## src/rtl/protobuf_top_field_locator_top_macros.svh

```systemverilog
// ----------------------------------------------------------------------------
// Field locator assertion macros
// Shared assertion forms; each expects clk and rst_n in the using scope.
// ----------------------------------------------------------------------------
`ifndef PROTOBUF_TOP_FIELD_LOCATOR_TOP_MACROS_SVH
`define PROTOBUF_TOP_FIELD_LOCATOR_TOP_MACROS_SVH

// Same-cycle implication.
`define PFL_ASSERT(label, ante, cons, msg) \
    label: assert property (@(posedge clk) disable iff (!rst_n) (ante) |-> (cons)) \
        else $error(msg);

// Next-cycle implication.
`define PFL_ASSERT_NEXT(label, ante, cons, msg) \
    label: assert property (@(posedge clk) disable iff (!rst_n) (ante) |=> (cons)) \
        else $error(msg);

`endif

```

## src/rtl/pfl_pkg.sv

```systemverilog
// ----------------------------------------------------------------------------
// Field locator package
// Types and constants shared by the protobuf top-level field locator.
// ----------------------------------------------------------------------------
package pfl_pkg;

    localparam int MAX_BUFFER_BYTES = 65536;
    localparam int IDX_W            = $clog2(MAX_BUFFER_BYTES + 1);
    localparam int SKIP_W           = IDX_W;
    localparam int DATA_W           = 8;
    localparam int POS_W            = 16;
    localparam int FIELD_W          = 29;
    localparam int WIRE_W           = 3;
    localparam int ACC_W            = FIELD_W + WIRE_W;
    localparam int GROUP_W          = 4;

    localparam logic [FIELD_W-1:0] WANTED_RESET = FIELD_W'(3);

    // Number of 7-bit groups that still land inside a 64-bit varint.
    localparam logic [GROUP_W-1:0] GROUP_LIMIT = GROUP_W'(10);

    localparam logic [WIRE_W-1:0] WIRE_VARINT  = WIRE_W'(0);
    localparam logic [WIRE_W-1:0] WIRE_FIXED64 = WIRE_W'(1);
    localparam logic [WIRE_W-1:0] WIRE_LEN     = WIRE_W'(2);
    localparam logic [WIRE_W-1:0] WIRE_FIXED32 = WIRE_W'(5);

    localparam logic [SKIP_W-1:0] SKIP_FIXED32 = SKIP_W'(4);
    localparam logic [SKIP_W-1:0] SKIP_FIXED64 = SKIP_W'(8);
    localparam logic [IDX_W-1:0]  IDX_LIMIT    = IDX_W'(MAX_BUFFER_BYTES);

    typedef enum logic [2:0] {
        PH_TAG,
        PH_VALUE,
        PH_LEN,
        PH_SKIP,
        PH_STOP
    } phase_t;

    typedef struct packed {
        logic [DATA_W-1:0] data_byte;
        logic              last_byte;
    } item_t;

    typedef struct packed {
        logic              found;
        logic [POS_W-1:0]  value_position;
        logic [DATA_W-1:0] value_first_byte;
    } result_t;

    typedef struct packed {
        logic    valid;
        result_t res;
    } result_beat_t;

endpackage

```

## src/rtl/pfl_byte_if.sv

```systemverilog
// ----------------------------------------------------------------------------
// Byte channel
// Valid/ready channel carrying one byte of the encoded buffer per beat.
// ----------------------------------------------------------------------------
interface pfl_byte_if;
    import pfl_pkg::*;

    logic              valid;
    logic              ready;
    logic [DATA_W-1:0] data_byte;
    logic              last_byte;

    modport source (output valid, output data_byte, output last_byte, input ready);
    modport sink   (input valid, input data_byte, input last_byte, output ready);
endinterface

```

## src/rtl/pfl_result_if.sv

```systemverilog
// ----------------------------------------------------------------------------
// Result channel
// Valid/ready channel carrying one locate result per beat.
// ----------------------------------------------------------------------------
interface pfl_result_if;
    import pfl_pkg::*;

    logic              valid;
    logic              ready;
    logic              found;
    logic [POS_W-1:0]  value_position;
    logic [DATA_W-1:0] value_first_byte;

    modport source (output valid, output found, output value_position,
                    output value_first_byte, input ready);
    modport sink   (input valid, input found, input value_position,
                    input value_first_byte, output ready);
endinterface

```

## src/rtl/pfl_cfg_if.sv

```systemverilog
// ----------------------------------------------------------------------------
// Configuration channel
// Valid/ready write channel for the wanted field number.
// ----------------------------------------------------------------------------
interface pfl_cfg_if;
    import pfl_pkg::*;

    logic               valid;
    logic               ready;
    logic [FIELD_W-1:0] wanted_field;

    modport source (output valid, output wanted_field, input ready);
    modport sink   (input valid, input wanted_field, output ready);
endinterface

```

## src/rtl/pfl_in_stage.sv

```systemverilog
// ----------------------------------------------------------------------------
// Field locator input register
// Holds one incoming byte beat until the scanner consumes it.
// ----------------------------------------------------------------------------
module pfl_in_stage (
    input  logic          clk,
    input  logic          rst_n,
    pfl_byte_if.sink      bytes,
    input  logic          advance,
    output logic          item_valid,
    output pfl_pkg::item_t item
);
    import pfl_pkg::*;

    logic  valid_reg;
    logic  valid_next;
    item_t item_reg;
    logic  take;

    assign bytes.ready = !valid_reg || advance;
    assign take        = bytes.valid && bytes.ready;
    assign valid_next  = take ? 1'b1 : (advance ? 1'b0 : valid_reg);

    always_ff @(posedge clk or negedge rst_n)
    begin
        if (!rst_n)
        begin
            valid_reg <= 1'b0;
        end
        else
        begin
            valid_reg <= valid_next;
        end
    end

    always_ff @(posedge clk)
    begin
        if (take)
        begin
            item_reg.data_byte <= bytes.data_byte;
            item_reg.last_byte <= bytes.last_byte;
        end
    end

    assign item_valid = valid_reg;
    assign item       = item_reg;
endmodule

```

## src/rtl/pfl_scan.sv

```systemverilog
// ----------------------------------------------------------------------------
// Field locator scanner
// Per-byte wire-format state update and the wanted field register.
// ----------------------------------------------------------------------------
`include "protobuf_top_field_locator_top_macros.svh"

module pfl_scan (
    input  logic                  clk,
    input  logic                  rst_n,
    pfl_cfg_if.sink               cfg,
    input  logic                  advance,
    input  pfl_pkg::item_t        item,
    output pfl_pkg::result_beat_t beat
);
    import pfl_pkg::*;

    logic [FIELD_W-1:0] wanted_reg;
    phase_t             phase_reg,       phase_next;
    logic [ACC_W-1:0]   acc_reg,         acc_next;
    logic               acc_hi_reg,      acc_hi_next;
    logic [GROUP_W-1:0] group_reg,       group_next;
    logic [SKIP_W-1:0]  skip_reg,        skip_next;
    logic [IDX_W-1:0]   byte_index_reg,  byte_index_next;
    logic [IDX_W-1:0]   value_start_reg, value_start_next;
    logic [DATA_W-1:0]  start_byte_reg,  start_byte_next;
    logic               match_reg,       match_next;
    logic               decided_reg,     decided_next;

    logic [DATA_W-1:0]  b;
    logic               is_end;
    logic [ACC_W-1:0]   acc_add;
    logic               hi_add;
    logic [ACC_W-1:0]   acc_sum;
    logic               hi_sum;
    logic [GROUP_W-1:0] group_inc;
    phase_t             ph;
    logic               at_start;
    logic [DATA_W-1:0]  first_byte;

    assign cfg.ready = 1'b1;

    assign b         = item.data_byte;
    assign is_end    = !b[7];
    assign at_start  = (byte_index_reg == value_start_reg);
    assign first_byte = at_start ? b : start_byte_reg;
    assign group_inc = (group_reg < GROUP_LIMIT) ? group_reg + GROUP_W'(1) : group_reg;

    // Place the 7 payload bits of this varint byte. Only the low 32 key bits are kept;
    // anything landing in bits 32..63 just sets the high-nonzero flag.
    always_comb
    begin
        acc_add = '0;
        hi_add  = 1'b0;
        case (group_reg)
            4'd0:    acc_add = {25'd0, b[6:0]};
            4'd1:    acc_add = {18'd0, b[6:0], 7'd0};
            4'd2:    acc_add = {11'd0, b[6:0], 14'd0};
            4'd3:    acc_add = {4'd0, b[6:0], 21'd0};
            4'd4:
            begin
                acc_add = {b[3:0], 28'd0};
                hi_add  = |b[6:4];
            end
            4'd5, 4'd6, 4'd7, 4'd8: hi_add = |b[6:0];
            4'd9:    hi_add = b[0];
            default: hi_add = 1'b0;
        endcase
    end

    assign acc_sum = acc_reg | acc_add;
    assign hi_sum  = acc_hi_reg | hi_add;

    always_comb
    begin
        phase_next       = phase_reg;
        acc_next         = acc_reg;
        acc_hi_next      = acc_hi_reg;
        group_next       = group_reg;
        skip_next        = skip_reg;
        byte_index_next  = byte_index_reg;
        value_start_next = value_start_reg;
        start_byte_next  = start_byte_reg;
        match_next       = match_reg;
        decided_next     = decided_reg;
        beat             = '0;
        ph               = (byte_index_reg >= IDX_LIMIT) ? PH_STOP : phase_reg;

        if (!decided_reg)
        begin
            phase_next = ph;
            case (ph)
                PH_TAG:
                begin
                    acc_next    = acc_sum;
                    acc_hi_next = hi_sum;
                    group_next  = group_inc;
                    if (is_end)
                    begin
                        acc_next    = '0;
                        acc_hi_next = 1'b0;
                        group_next  = '0;
                        case (acc_sum[WIRE_W-1:0])
                            WIRE_VARINT:
                            begin
                                match_next = !hi_sum && (acc_sum[ACC_W-1:WIRE_W] == wanted_reg);
                                value_start_next = byte_index_reg + IDX_W'(1);
                                phase_next = PH_VALUE;
                            end
                            WIRE_LEN:
                            begin
                                phase_next = PH_LEN;
                            end
                            WIRE_FIXED32:
                            begin
                                skip_next  = SKIP_FIXED32;
                                phase_next = PH_SKIP;
                            end
                            WIRE_FIXED64:
                            begin
                                skip_next  = SKIP_FIXED64;
                                phase_next = PH_SKIP;
                            end
                            default:
                            begin
                                phase_next = PH_STOP;
                            end
                        endcase
                    end
                end
                PH_VALUE:
                begin
                    if (at_start)
                    begin
                        start_byte_next = b;
                    end
                    if (is_end)
                    begin
                        if (match_reg)
                        begin
                            beat.valid                = 1'b1;
                            beat.res.found            = 1'b1;
                            beat.res.value_position   = value_start_reg[POS_W-1:0];
                            beat.res.value_first_byte = first_byte;
                            decided_next              = 1'b1;
                        end
                        else
                        begin
                            phase_next = PH_TAG;
                        end
                    end
                end
                PH_LEN:
                begin
                    acc_next    = acc_sum;
                    acc_hi_next = hi_sum;
                    group_next  = group_inc;
                    if (is_end)
                    begin
                        acc_next    = '0;
                        acc_hi_next = 1'b0;
                        group_next  = '0;
                        if ((acc_sum == '0) && !hi_sum)
                        begin
                            phase_next = PH_TAG;
                        end
                        else
                        begin
                            // A length too wide for the skip counter saturates;
                            // the scan then simply runs into the last byte.
                            skip_next  = (hi_sum || (|acc_sum[ACC_W-1:SKIP_W])) ?
                                         '1 : acc_sum[SKIP_W-1:0];
                            phase_next = PH_SKIP;
                        end
                    end
                end
                PH_SKIP:
                begin
                    skip_next = skip_reg - SKIP_W'(1);
                    if (skip_reg == SKIP_W'(1))
                    begin
                        phase_next = PH_TAG;
                    end
                end
                default:
                begin
                    phase_next = ph;
                end
            endcase
        end

        if (item.last_byte)
        begin
            if (!beat.valid && !decided_reg)
            begin
                beat.valid = 1'b1;
                beat.res   = '0;
            end
            phase_next       = PH_TAG;
            acc_next         = '0;
            acc_hi_next      = 1'b0;
            group_next       = '0;
            skip_next        = '0;
            byte_index_next  = '0;
            value_start_next = '0;
            start_byte_next  = '0;
            match_next       = 1'b0;
            decided_next     = 1'b0;
        end
        else if (byte_index_reg < IDX_LIMIT)
        begin
            byte_index_next = byte_index_reg + IDX_W'(1);
        end
    end

    always_ff @(posedge clk or negedge rst_n)
    begin
        if (!rst_n)
        begin
            wanted_reg <= WANTED_RESET;
        end
        else if (cfg.valid && cfg.ready)
        begin
            wanted_reg <= cfg.wanted_field;
        end
    end

    always_ff @(posedge clk or negedge rst_n)
    begin
        if (!rst_n)
        begin
            phase_reg       <= PH_TAG;
            acc_reg         <= '0;
            acc_hi_reg      <= 1'b0;
            group_reg       <= '0;
            skip_reg        <= '0;
            byte_index_reg  <= '0;
            value_start_reg <= '0;
            start_byte_reg  <= '0;
            match_reg       <= 1'b0;
            decided_reg     <= 1'b0;
        end
        else if (advance)
        begin
            phase_reg       <= phase_next;
            acc_reg         <= acc_next;
            acc_hi_reg      <= acc_hi_next;
            group_reg       <= group_next;
            skip_reg        <= skip_next;
            byte_index_reg  <= byte_index_next;
            value_start_reg <= value_start_next;
            start_byte_reg  <= start_byte_next;
            match_reg       <= match_next;
            decided_reg     <= decided_next;
        end
    end

    `PFL_ASSERT(a_found_in_value, advance && beat.valid && beat.res.found, phase_reg == PH_VALUE && match_reg, "found result outside a matching varint value")
    `PFL_ASSERT(a_miss_at_last, advance && beat.valid && !beat.res.found, item.last_byte, "miss result before the last byte")
    `PFL_ASSERT(a_quiet_when_decided, advance && decided_reg, !beat.valid, "second result for one buffer")
    `PFL_ASSERT_NEXT(a_clear_after_last, advance && item.last_byte, byte_index_reg == '0 && !decided_reg && phase_reg == PH_TAG, "buffer state not cleared after last byte")
endmodule

```

## src/rtl/pfl_out_stage.sv

```systemverilog
// ----------------------------------------------------------------------------
// Field locator result register
// Holds one result beat until the downstream side takes it.
// ----------------------------------------------------------------------------
module pfl_out_stage (
    input  logic                  clk,
    input  logic                  rst_n,
    input  logic                  advance,
    input  pfl_pkg::result_beat_t beat,
    output logic                  free,
    pfl_result_if.source          results
);
    import pfl_pkg::*;

    logic    valid_reg;
    logic    valid_next;
    result_t res_reg;
    logic    load;

    assign free       = !valid_reg || results.ready;
    assign load       = advance && beat.valid;
    assign valid_next = load ? 1'b1 : (results.ready ? 1'b0 : valid_reg);

    always_ff @(posedge clk or negedge rst_n)
    begin
        if (!rst_n)
        begin
            valid_reg <= 1'b0;
        end
        else
        begin
            valid_reg <= valid_next;
        end
    end

    always_ff @(posedge clk)
    begin
        if (load)
        begin
            res_reg <= beat.res;
        end
    end

    assign results.valid            = valid_reg;
    assign results.found            = res_reg.found;
    assign results.value_position   = res_reg.value_position;
    assign results.value_first_byte = res_reg.value_first_byte;
endmodule

```

## src/rtl/protobuf_top_field_locator_top.sv

```systemverilog
// ----------------------------------------------------------------------------
// Protobuf top-level field locator
// Scans an encoded buffer one byte per beat and reports where the value of a
// wanted varint field starts, or a miss, once per buffer.
// ----------------------------------------------------------------------------
// The block takes one byte per clock cycle without gaps as long as results
// are taken: a byte is captured in the input register, and then the scanner
// updates its tag, length and skip state in a single step and, when a result
// is due, loads it into the output register, from which it is visible. The
// single-step scanner state update sets the rate of one byte per cycle while
// results are taken. While an untaken result sits in the output register,
// the byte in the input register waits and input ready drops once that
// register is also full. Each buffer gives exactly one result: at the last
// byte of a found varint value, or a miss at the buffer's last byte.
module protobuf_top_field_locator_top (
    input  logic         clk,
    input  logic         rst_n,
    pfl_byte_if.sink     bytes,
    pfl_cfg_if.sink      cfg,
    pfl_result_if.source results
);
    import pfl_pkg::*;

    logic         item_valid;
    item_t        item;
    logic         out_free;
    logic         advance;
    result_beat_t beat;

    assign advance = item_valid && out_free;

    pfl_in_stage u_in_stage (
        .clk        (clk),
        .rst_n      (rst_n),
        .bytes      (bytes),
        .advance    (advance),
        .item_valid (item_valid),
        .item       (item)
    );

    pfl_scan u_scan (
        .clk     (clk),
        .rst_n   (rst_n),
        .cfg     (cfg),
        .advance (advance),
        .item    (item),
        .beat    (beat)
    );

    pfl_out_stage u_out_stage (
        .clk     (clk),
        .rst_n   (rst_n),
        .advance (advance),
        .beat    (beat),
        .free    (out_free),
        .results (results)
    );
endmodule
```

## src/flat_wrapper.sv

```systemverilog
// flat-port wrapper written by rule: the top's interface ports become plain ports
module protobuf_top_field_locator_top_flat import pfl_pkg::*;
  (clk, rst_n, bytes_valid, bytes_data_byte, bytes_last_byte, bytes_ready, cfg_valid, cfg_wanted_field, cfg_ready, results_valid, results_found, results_value_position, results_value_first_byte, results_ready);
  pfl_byte_if bytes_i ();
  pfl_cfg_if cfg_i ();
  pfl_result_if results_i ();
  input  logic clk;
  input  logic rst_n;
  input wire logic [$bits(bytes_i.valid)-1:0] bytes_valid;
  input wire logic [$bits(bytes_i.data_byte)-1:0] bytes_data_byte;
  input wire logic [$bits(bytes_i.last_byte)-1:0] bytes_last_byte;
  output wire logic [$bits(bytes_i.ready)-1:0] bytes_ready;
  input wire logic [$bits(cfg_i.valid)-1:0] cfg_valid;
  input wire logic [$bits(cfg_i.wanted_field)-1:0] cfg_wanted_field;
  output wire logic [$bits(cfg_i.ready)-1:0] cfg_ready;
  output wire logic [$bits(results_i.valid)-1:0] results_valid;
  output wire logic [$bits(results_i.found)-1:0] results_found;
  output wire logic [$bits(results_i.value_position)-1:0] results_value_position;
  output wire logic [$bits(results_i.value_first_byte)-1:0] results_value_first_byte;
  input wire logic [$bits(results_i.ready)-1:0] results_ready;
  assign bytes_i.valid = bytes_valid;
  assign bytes_i.data_byte = bytes_data_byte;
  assign bytes_i.last_byte = bytes_last_byte;
  assign bytes_ready = bytes_i.ready;
  assign cfg_i.valid = cfg_valid;
  assign cfg_i.wanted_field = cfg_wanted_field;
  assign cfg_ready = cfg_i.ready;
  assign results_valid = results_i.valid;
  assign results_found = results_i.found;
  assign results_value_position = results_i.value_position;
  assign results_value_first_byte = results_i.value_first_byte;
  assign results_i.ready = results_ready;
  protobuf_top_field_locator_top u_core (.clk(clk), .rst_n(rst_n), .bytes(bytes_i), .cfg(cfg_i), .results(results_i));
endmodule
```

## config.mk

```make
export PLATFORM = sky130hd
export DESIGN_NAME = protobuf_top_field_locator_top_flat
export DESIGN_NICKNAME = d
export VERILOG_FILES = /design/src/rtl/pfl_pkg.sv /design/src/rtl/pfl_byte_if.sv /design/src/rtl/pfl_result_if.sv /design/src/rtl/pfl_cfg_if.sv /design/src/rtl/pfl_in_stage.sv /design/src/rtl/pfl_scan.sv /design/src/rtl/pfl_out_stage.sv /design/src/rtl/protobuf_top_field_locator_top.sv /design/src/flat_wrapper.sv
export VERILOG_INCLUDE_DIRS = /design/src /design/src/rtl
export SDC_FILE = /design/constraint.sdc
export NUM_CORES = 1
export LEC_CHECK = 0
export BUFFER_PORTS_ARGS = -buffer_cell sky130_fd_sc_hd__buf_2
export CAP_MARGIN = 20
export CORE_MARGIN = 3
export CORE_UTILIZATION = 48
export CTS_BUF_LIST = sky130_fd_sc_hd__clkbuf_8
export CTS_CLUSTER_DIAMETER = 200
export CTS_CLUSTER_SIZE = 10
export DETAILED_ROUTE_END_ITERATION = 10
export HOLD_SLACK_MARGIN = 0.03
export PLACE_DENSITY = 0.69
export RECOVER_POWER = 100
export REMOVE_ABC_BUFFERS = 1
export SETUP_SLACK_MARGIN = 0.3
export SLEW_MARGIN = 20
export SYNTH_ARGS = -nofsm -noshare
export SYNTH_HDL_FRONTEND = slang
export SYNTH_HIERARCHICAL = 1
export SYNTH_SLANG_ARGS = --single-unit
export TNS_END_PERCENT = 5
```

## constraint.sdc

```tcl
create_clock -name clk -period 8.5 [get_ports clk]
set_clock_uncertainty 0.2 [all_clocks]
set_input_delay 0.425 -clock clk [delete_from_list [all_inputs] [get_ports clk]]
set_output_delay 0.425 -clock clk [all_outputs]
set_load 0.005 [all_outputs]
```

==> results of run 1 <==
[per-stage QoR]
| stage | area, um^2 | setup WS (ns) | total power [uW] | hold WS [ns] | util |
|---|---|---|---|---|---|
| final | 9860 | 3.20 | 2450 | 0.304 | 0.564 |
| after global routing | 9860 | 2.82 | 2600 | 0.314 | 0.564 |
| after CTS | 9940 | 4.66 | 2480 | 0.268 | 0.569 |
| after detailed placement | 9100 | 4.69 | 1850 | 0.209 | 0.521 |
| after global placement | 9100 | 4.80 | 1840 | 0.211 | 0.521 |
| after floorplan | 8440 | 5.53 | 1610 | -0.0706 | - |
[critical path, delay by kind of cell (launching register included)]
family / cells / cell delay (ns)
DFF: 1 / 0.76
AOI/OAI and AO/OA: 1 / 0.39
muxes: 1 / 0.39
and+or+nand+nor: 5 / 3.43
[power by group through the flow]
| stage | sequential, uW | combinational [uW] | clock, uW |
|---|---|---|---|
| finish | 1020 | 823 | 613 |
| global route | 1040 | 905 | 663 |
| CTS | 1020 | 837 | 628 |
| detailed placement | 1030 | 817 | 0 |
| global placement | 1030 | 809 | 0 |
| floorplan | 1000 | 603 | 0 |
[worst min path at each step]
stage	from	to	slack, ns	depth (start not counted)
global placement	rst_n	u_core/u_scan/skip_reg[11]	0.21	1
finish	u_core/u_scan/match_reg	u_core/u_scan/match_reg	0.30	2
detailed placement	rst_n	u_core/u_scan/skip_reg[5]	0.21	1
CTS	rst_n	u_core/u_scan/skip_reg[9]	0.27	2
floorplan	rst_n	u_core/u_in_stage/item_valid	-0.07	0
global route	u_core/u_scan/skip_reg[13]	u_core/u_scan/skip_reg[13]	0.31	1
[kinds of logic (layout without fill, tap and decap cells)]
group | Yosys count | after routing | share of synthesized area
AND/OR/NAND/NOR | 287 | 287 | 0.174
AO/OA/AOI/OAI | 203 | 203 | 0.150
flip-flops | 166 | 166 | 0.498
buffers and inverters | 77 | 167 | 0.0374
XOR/XNOR | 64 | 64 | 0.0645
multiplexers | 52 | 52 | 0.0650
adder cells (fa/ha/maj) | 7 | 7 | 0.0101
other | 1 | 1 | 0.000432
[synth_stat cells, drive strengths merged, types with 10 or more instances]
cell,n,share of area
a21oi,70,0.040
nor3,10,0.0076
nand2,86,0.038
dfrtp,130,0.37
a31oi,18,0.013
xnor2,39,0.039
o31ai,23,0.020
xor2,25,0.025
mux2i,17,0.020
nor2b,13,0.0094
nand3,28,0.016
buf,15,0.011
edfxtp,34,0.12
inv,19,0.0082
and2,20,0.015
clkbuf,41,0.018
mux2,35,0.045
o21ai,34,0.020
and3,11,0.0079
nand4,21,0.017
nor4,15,0.013
nor2,55,0.024
[per-layer routing]
layer  global-route usage  wire (um)  vias up  share of wire
li1                     -          -     3240              -
met5                    0          0        -              0
met4               0.0729        368        0          0.019
met1                0.287       8850     3289           0.45
met3               0.0372        979       28          0.049
met2                0.326       9590      209           0.48
[what timing repair did]
action                                 in CTS  in global routing
hold buffers                               41                  0
setup endpoints to repair                   0                  0
endpoints found under the hold margin      91                  0
resized for setup                           0                  0
[layout make-up]
cell class	count	area share
Sequential cell	166	0.439
Clock inverter	15	0.0198
Clock buffer	17	0.0237
Multi-Input combinational cell	614	0.402
Timing Repair Buffer	114	0.0787
Tap cell	225	0.0286
Inverter	21	0.00800
==> qor.yml, run 1 <==
hold_class: "reg2reg"
initial_core_util: 0.497
p_leak_uw: 0.00414
antenna_cells: 0
start_kind: "register"
synthToLayoutAreaGrowth_pct: 13.5
p_switching_uw: 939
irDropWorstVdd_uv: 142
grt_pass1_vias: 6580
drc_errors: 0
port_buffers: 69
detail_route.first_pass.iterations: 7
rsz0062_at_grt: "no"
synth-seq-cells: 166
wl_per_cell_um: 16.9
grt_antenna_before_repair: 0
root_buffer: "clkbuf_8"
dieWidth_um: 141
async_flop_share: 0.795
gp_congestion: 0.910
critPathCapture: "u_core/u_scan/skip_reg[12]"
cts_buffers: 17
final_cell_mix: "dfrtp_1 (130), nand2_1 (85), a21oi_1 (70), buf_2 (61), nor2_1 (55)"
ios: 71
seq_area_um2: 4330
hold_violations: 0
power_density_nw_per_um2: 249
r2r-end: "u_core/u_scan/skip_reg[12]"
largest_reg_flops: 32
post_cts.repair.setup_buffers: 0
end_kind: "register"
setup_tns_ns: 0
die_h_um: 141
synth_warnings: 6
place_inst: 1099
critPathRequiredTime_ns: 8.66
clkSlewWorstSetupHoldPaths_ns: 0.09
viasPerCell: 5.77
cap_violations: 5
reg2regPathDepth: 7
avgSynthCellArea_um2: 10.1
status: "complete, but fails checks"
synth_cells: 857
drive_gt1_frac: 0.147
ys.flop_type: "dfrtp_1"
die_area_um2: 19700
worstMarginPinSlew_ns: 2.87
grt_remaining_overflow: 0
combinationalPowerShare: 0.335
multiInputGateArea_um2: 3970
fin_crit_ns: 5.30
row_count: 48
crit_start: "u_core/u_scan/group_reg[3]"
cp_common_cell: "nand4_1"
violations: "max-capacitance violations, max-slew violations"
r2r_start: "u_core/u_scan/group_reg[3]"
grt_max_degree: 82
cts_buffer_depth: 2
worstPathCellList: "nor2b_1 > a31oi_1 > nand4_1 > nor3_1 > nand4_1 > nand2_1 > mux2_2"
first_iter_violations: 476
clkPwrFrac: 0.250
cts_tree: "yes"
slew_headroom: -0.916
finalWirelength_mm: 19.8
h-tree-depth: 4
dr_total_vias: 6766
slowest_stage: "nor3_1"
nFillCells: 1503
grt_pass1_wl_mm: 33.1
grt_usage: 0.206
num-nets-final: 984
cts_sinks: 166
synth_edf_count: 34
arrival_ns: 5.47
setup_viol_count_final: 0
layout_commonest_cell: "dfrtp_1"
yosysSeqAreaShare: 0.498
core_um2: 17500
clk_latency_ns: 0.48
syn_area_um2: 8690
timing.fmax_mhz: 189
drtAntennaViolNets: 0
hpwl_mm: 13.3
r2r_setup_slack_ns: 3.20
timing.final.crit_share: 0.624
path_class: "reg2reg"
swShare: 0.383
yosysUniqueCellTypes: 73
critPathMaxStageDelay_ns: 1.50
critPathMaxFanout: 21
sequentialPowerShare: 0.415
p_int_uw: 1510
stdcell_count: 1172
drv_slew: 145
Note: power is estimated with default switching activity, not from simulation.
==> run 2, diff against run 1 <==
==> constraint.sdc (replaced) <==
create_clock -name clk -period 5.2 [get_ports clk]
set_clock_uncertainty 0.2 [all_clocks]
set_input_delay 0.26 -clock clk [delete_from_list [all_inputs] [get_ports clk]]
set_output_delay 0.26 -clock clk [all_outputs]
set_load 0.005 [all_outputs]
==> run 2 against run 1 <==
Net effect: the flow still finishes with violations (max-capacitance violations, max-slew violations); worst setup slack got worse by 2.2 ns; sequential power increased by 64%; non-clock buffer count grew 1; clock power increased by 50%; global-route usage increased by 0.19 points; critical endpoint unchanged.
==> qor.yml, run 2 (synthesis gave the netlist of run 1 again) <==
place_inst: 1100  # +0.091%
rsz0062_at_grt: "no"
clk_latency_ns: 0.46  # -0.02 ns
cts_tree: "yes"
arrival_ns: 4.36  # -1.11 ns
timing.fmax_mhz: 237  # +26%
final_cell_mix: "dfrtp_1 (130), nand2_1 (85), a21oi_1 (70), buf_2 (59), nor2_1 (55)"
hold_class: "reg2reg"
first_iter_violations: 556  # +17%
initial_core_util: 0.497  # unchanged
viasPerCell: 5.77  # about the same
r2r_setup_slack_ns: 0.99  # -2.21 ns
num-nets-final: 985  # +0.10%
stdcell_count: 1173  # +0.085%
largest_reg_flops: 32  # unchanged
drv_slew: 131  # -9.7%
hold_violations: 0  # unchanged
grt_max_degree: 94  # +15%
drtAntennaViolNets: 0  # unchanged
cts_sinks: 166  # unchanged
grt_pass1_wl_mm: 33.3  # +0.58%
port_buffers: 69  # unchanged
cts_buffer_depth: 2  # unchanged
p_leak_uw: 0.00412  # -0.55%
cap_violations: 3  # -2
start_kind: "register"
critPathMaxFanout: 11  # -48%
cts_buffers: 17  # unchanged
grt_pass1_vias: 6451  # -2.0%
placed_cell_area_um2: 9110  # about the same
final_cell_area_um2: 9820  # -0.36%
cts_resized: 0  # unchanged
setup_tns_ns: 0  # unchanged
fin_crit_ns: 4.21  # -1.09 ns
clkSlewWorstSetupHoldPaths_ns: 0.09  # about the same
layout_commonest_cell: "dfrtp_1"
violations: "max-capacitance violations, max-slew violations"
hpwl_mm: 13.7  # +3.2%
timing.final.crit_share: 0.810  # +0.186
critPathRequiredTime_ns: 5.34  # -3.32 ns
drc_errors: 0  # unchanged
synthToLayoutAreaGrowth_pct: 13.1
drive_gt1_frac: 0.147  # -0.000155
root_buffer: "clkbuf_8"
gp_congestion: 0.939  # +3.2%
grt_usage: 0.208  # +0.00194
grt_antenna_before_repair: 0  # unchanged
status: "complete, but fails checks"
power_density_nw_per_um2: 401  # +61%
slew_headroom: -0.543  # +0.373
worstMarginPinSlew_ns: 2.31  # -0.560 ns
dr_total_vias: 6773  # +0.10%
ios: 71  # unchanged
finalWirelength_mm: 20.1  # +1.7%
path_class: "reg2reg"
row_count: 48  # unchanged
wl_per_cell_um: 17.1  # +1.6%
setup_viol_count_final: 0  # unchanged
antenna_cells: 0  # unchanged
core_um2: 17500  # unchanged
die_h_um: 141  # unchanged
die_area_um2: 19700  # unchanged
grt_remaining_overflow: 0  # unchanged
detail_route.first_pass.iterations: 7  # unchanged
h-tree-depth: 4  # unchanged
end_kind: "register"
irDropWorstVdd_uv: 260  # +83%
dieWidth_um: 141  # unchanged
==> run 2: stage by stage <==
| step | setup slack (ns) | total power [uW] | util | hold slack [ns] |
|---|---|---|---|---|
| global placement | 1.77 | 3020 | 0.521 | 0.216 |
| global route | 0.717 | 4180 | 0.562 | 0.290 |
| CTS | 1.64 | 3970 | 0.567 | 0.210 |
| finish | 0.986 | 3940 | 0.562 | 0.300 |
| floorplan | 2.23 | 2630 | - | -0.236 |
| detailed placement | 1.65 | 3030 | 0.521 | 0.203 |
==> run 2: worst paths after layout <==
| path | end | cells after the start | from |
|---|---|---|---|
| max | u_core/u_scan/skip_reg[12] | 9 | u_core/u_scan/group_reg[1] |
| min | u_core/u_scan/skip_reg[13] | 1 | u_core/u_scan/skip_reg[13] |
| max reg2reg | u_core/u_scan/skip_reg[12] | 9 | u_core/u_scan/group_reg[1] |
| min reg2reg | u_core/u_scan/skip_reg[13] | 1 | u_core/u_scan/skip_reg[13] |
| max in group asynchronous | u_core/u_scan/byte_index_reg[16] | 3 | rst_n |
| min in group asynchronous | u_core/u_scan/skip_reg[16] | 2 | rst_n |
==> run 2: cell type report <==
class                           instances  area [um^2]
Fill cell                            1496         7650
Multi-Input combinational cell        614         3980
Timing Repair Buffer                  115          772
Tap cell                              225          282
Inverter                               21         78.8
Clock inverter                         14          141
Sequential cell                       166         4330
Clock buffer                           18          248
==> run 2: per-layer routing <==
metal	up-vias	GRT usage	part of all wire
met2	206	0.326	0.48
met3	15	0.0382	0.054
met4	0	0.0546	0.0095
met1	3309	0.301	0.45
met5	-	0	0
li1	3243	-	-
==> run 2: worst max-delay path: stages (launching register included) <==
cell and delay (ns):
dfrtp_1 0.47, inv_1 0.12, ha_1 0.32, nor2b_1 0.27, a21oi_1 0.58, nand4_1 0.21
nor3_1 0.49, nand4_1 0.50, nand2_1 0.56, mux2_2 0.38
==> run 2: power by group <==
part           internal [uW]  switching (uW)  total, uW
Clock                    405             514        918
Sequential              1470             193       1670
Combinational            518             834       1350
==> run 2: repair_timing <==
item | CTS | global route
setup buffers | 0 | 0
hold endpoints to repair | 139 | 0
hold buffers | 41 | 0
==> run 3, diff against run 2 <==
--- a/config.mk
+++ b/config.mk
@@ -6,6 +6,7 @@
 export SDC_FILE = /design/constraint.sdc
 export NUM_CORES = 1
 export LEC_CHECK = 0
+export ABC_AREA = 1
 export BUFFER_PORTS_ARGS = -buffer_cell sky130_fd_sc_hd__buf_2
 export CAP_MARGIN = 20
 export CORE_MARGIN = 3
@@ -15,7 +16,7 @@
 export CTS_CLUSTER_SIZE = 10
 export DETAILED_ROUTE_END_ITERATION = 10
 export HOLD_SLACK_MARGIN = 0.03
-export PLACE_DENSITY = 0.69
+export PLACE_DENSITY = 0.72
 export RECOVER_POWER = 100
 export REMOVE_ABC_BUFFERS = 1
 export SETUP_SLACK_MARGIN = 0.3
==> constraint.sdc (replaced) <==
create_clock -name clk -period 3.4 [get_ports clk]
set_clock_uncertainty 0.2 [all_clocks]
set_input_delay 0.17 -clock clk [delete_from_list [all_inputs] [get_ports clk]]
set_output_delay 0.17 -clock clk [all_outputs]
set_load 0.005 [all_outputs]
==> run 3 against run 2 <==
Net effect: global-route usage increased by 1.6 points; sequential share of layout area fell by 0.79 points; worst setup slack lost 0.55 ns; the flow still finishes with violations (max-capacitance violations, max-slew violations); total power is 64% higher; largest cell class unchanged; critical path type unchanged; critical path depth rose by 2; non-clock buffer count grew 6; wire length grew 7.1%.
==> qor.yml, run 3 <==
synth-seq-cells: 166  # unchanged
synth_top_cells_by_count: "nand2_1 (269), inv_1 (163), dfrtp_1 (130), o21ai_0 (115), nor2_1 (100)"
timing.fmax_mhz: 337  # +42%
async_flop_share: 0.795  # unchanged
yosysUniqueCellTypes: 43  # -41%
slew_headroom: -0.317  # +0.226
root_buffer: "clkbuf_8"
drive_gt1_frac: 0.0988  # -0.0478
synth_edf_count: 34  # unchanged
setup_tns_ns: 0  # unchanged
viasPerCell: 5.29  # -8.4%
grt_antenna_before_repair: 0  # unchanged
start_kind: "register"
cts_tree: "yes"
die_area_um2: 19900  # +0.77%
ys_top_cells_by_area: "dfrtp_1 (37%), edfxtp_1 (12%), nand2_1 (12%)"
fin_crit_ns: 2.97  # -1.25 ns
hold_violations: 0  # unchanged
critPathRequiredTime_ns: 3.58  # -1.76 ns
rsz0062_at_grt: "yes"
post_cts.repair.setup_buffers: 0  # unchanged
cts_buffers: 17  # unchanged
worst_slack_ns: 0.434  # -0.552 ns
syn_area_um2: 8760  # +0.81%
largest_reg_flops: 32  # unchanged
netlist.area_leader.share: 0.371  # -0.00300
status: "complete, but fails checks"
clk_latency_ns: 0.47  # about the same
wl_per_cell_um: 15.0  # -13%
ys.flop_type: "dfrtp_1"
violations: "max-capacitance violations, max-slew violations"
critPathMaxFanout: 25  # +14
row_count: 48  # unchanged
arrival_ns: 3.14  # -1.22 ns
finalWirelength_mm: 21.5  # +7.1%
die_h_um: 141  # +0.38%
grt_max_degree: 81  # -14%
hpwl_mm: 14.8  # +8.1%
critPathCapture: "u_core/u_scan/value_start_reg[16]"
ios: 71  # unchanged
p_leak_uw: 0.00468  # +14%
drv_slew: 133  # +1.5%
num-nets-final: 1251  # +27%
r2r_start: "u_core/u_scan/group_reg[0]"
hold_class: "in2reg"
detail_route.first_pass.iterations: 6  # -1
r2r_setup_slack_ns: 0.43  # -0.55 ns
first_iter_violations: 587  # +5.6%
reg2regPathDepth: 11  # +2
h-tree-depth: 4  # unchanged
dieWidth_um: 141  # +0.38%
layout_commonest_cell: "nand2_1"
synth_top_area_cell: "dfrtp_1"
synth_cells: 1101  # +28%
port_buffers: 69  # unchanged
synthToLayoutAreaGrowth_pct: 14.2
antenna_cells: 0  # unchanged
synth_most_common_cell: "nand2_1"
end_kind: "register"
utilization: 0.568  # +0.00633
irDropWorstVdd_uv: 327  # +26%
grt_remaining_overflow: 0  # unchanged
final_cell_mix: "nand2_1 (271), inv_1 (163), dfrtp_1 (130), o21ai_0 (127), nor2_1 (100)"
path_class: "reg2reg"
placed_cell_area_um2: 9280  # +1.8%
timing.final.crit_share: 0.872  # +0.0620
drtAntennaViolNets: 0  # unchanged
worstMarginPinSlew_ns: 1.98  # -0.339 ns
avgSynthCellArea_um2: 7.95  # -22%
cts_sinks: 166  # unchanged
final_cell_area_um2: 10000  # +1.8%
gp_congestion: 0.935  # -0.35%
synth_warnings: 6  # unchanged
cts_buffer_depth: 2  # unchanged
grt_pass1_wl_mm: 36.3  # +9.1%
power_density_nw_per_um2: 645  # +61%
drc_errors: 0  # unchanged
clkSlewWorstSetupHoldPaths_ns: 0.09  # about the same
initial_core_util: 0.498  # +0.000589
r2r-end: "u_core/u_scan/value_start_reg[16]"
dr_total_vias: 7615  # +12%
core_um2: 17600  # +0.69%
crit_start: "u_core/u_scan/group_reg[0]"
setup_viol_count_final: 0  # unchanged
yosysSeqAreaShare: 0.494  # -0.00399
grt_usage: 0.224  # +0.0163
cap_violations: 2  # -1
dp_slack_ns: 0.539  # -1.11 ns
grt_pass1_vias: 7502  # +16%
holdWs_ns: 0.212  # -0.0876 ns
[run 3: cell types whose count changed after synthesis, sizes merged, moves of 19 or more]
cell    delta
and2      -20
o21ai     +99
o31ai     -20
inv      +145
nand2    +190
xnor2     -36
a211oi    +19
a21oi     -32
nand3     +24
mux2      -28
nor2      +48
[run 3: worst max-delay path, stage by stage (launching register included)]
cell	delay [ns]
dfrtp_1	0.42
inv_1	0.11
ha_1	0.35
nand2_1	0.19
o21ai_1	0.11
nor3_1	0.36
inv_1	0.12
nand2_1	0.09
nand2_2	0.18
inv_2	0.36
nand2_1	0.18
o21ai_0	0.21
[run 3: routing by layer]
| layer | GRT usage | vias to the layer above | wire [um] |
|---|---|---|---|
| met5 | 0 | - | 0 |
| met4 | 0.0892 | 0 | 563 |
| met3 | 0.0417 | 46 | 1070 |
| met2 | 0.371 | 253 | 10300 |
| met1 | 0.292 | 3555 | 9650 |
| li1 | - | 3761 | - |
[run 3: timing repair]
action / 4_1_cts / 5_1_grt
hold buffers: 41 / 0
gates resized for setup: 0 / 5
endpoints found under the hold margin: 120 / 0
setup endpoints to repair: 0 / 44
[run 3: area by class of cell]
type | count | area (um^2)
timing repair buffer | 121 | 808
tap | 225 | 282
fill | 1601 | 7590
clock buffer | 17 | 234
clock inverter | 15 | 189
sequential | 166 | 4330
inverter | 166 | 623
multi-input combinational | 729 | 3540
[run 3: cell families (layout without fill, tap and decap cells)]
logic type | count (synthesis) | after routing | share of synthesized area
xor+xnor | 23 | 23 | 0.0230
flops | 166 | 166 | 0.494
other cells | 1 | 1 | 0.000428
buf+inv | 206 | 319 | 0.0949
simple gates | 472 | 472 | 0.225
compound gates | 219 | 219 | 0.144
fa+ha+maj | 7 | 7 | 0.0100
mux | 7 | 7 | 0.00900
[run 3: per-stage QoR]
step           instances  power [uW]
6_report            1439        6450
5_1_grt             1439        6950
4_1_cts             1439        6530
3_5_place_dp        1366        4980
3_3_place_gp        1366        4950
2_1_floorplan       1061        4260
[run 3: worst min path at each step]
stage | start | endpoint | depth (start not counted)
floorplan | rst_n | u_core/u_in_stage/item_valid | 0
global placement | rst_n | u_core/u_scan/start_byte_reg[6] | 1
detailed placement | rst_n | u_core/u_scan/start_byte_reg[4] | 1
CTS | cfg_valid | u_core/u_scan/wanted_reg[1] | 3
global route | bytes_data_byte[6] | u_core/u_in_stage/item[7] | 2
finish | bytes_data_byte[6] | u_core/u_in_stage/item[7] | 2
[run 3: report_power, final]
part | internal, uW | total [uW] | switching [uW]
Combinational | 745 | 2480 | 1730
Clock | 683 | 1500 | 819
Sequential | 2290 | 2470 | 189
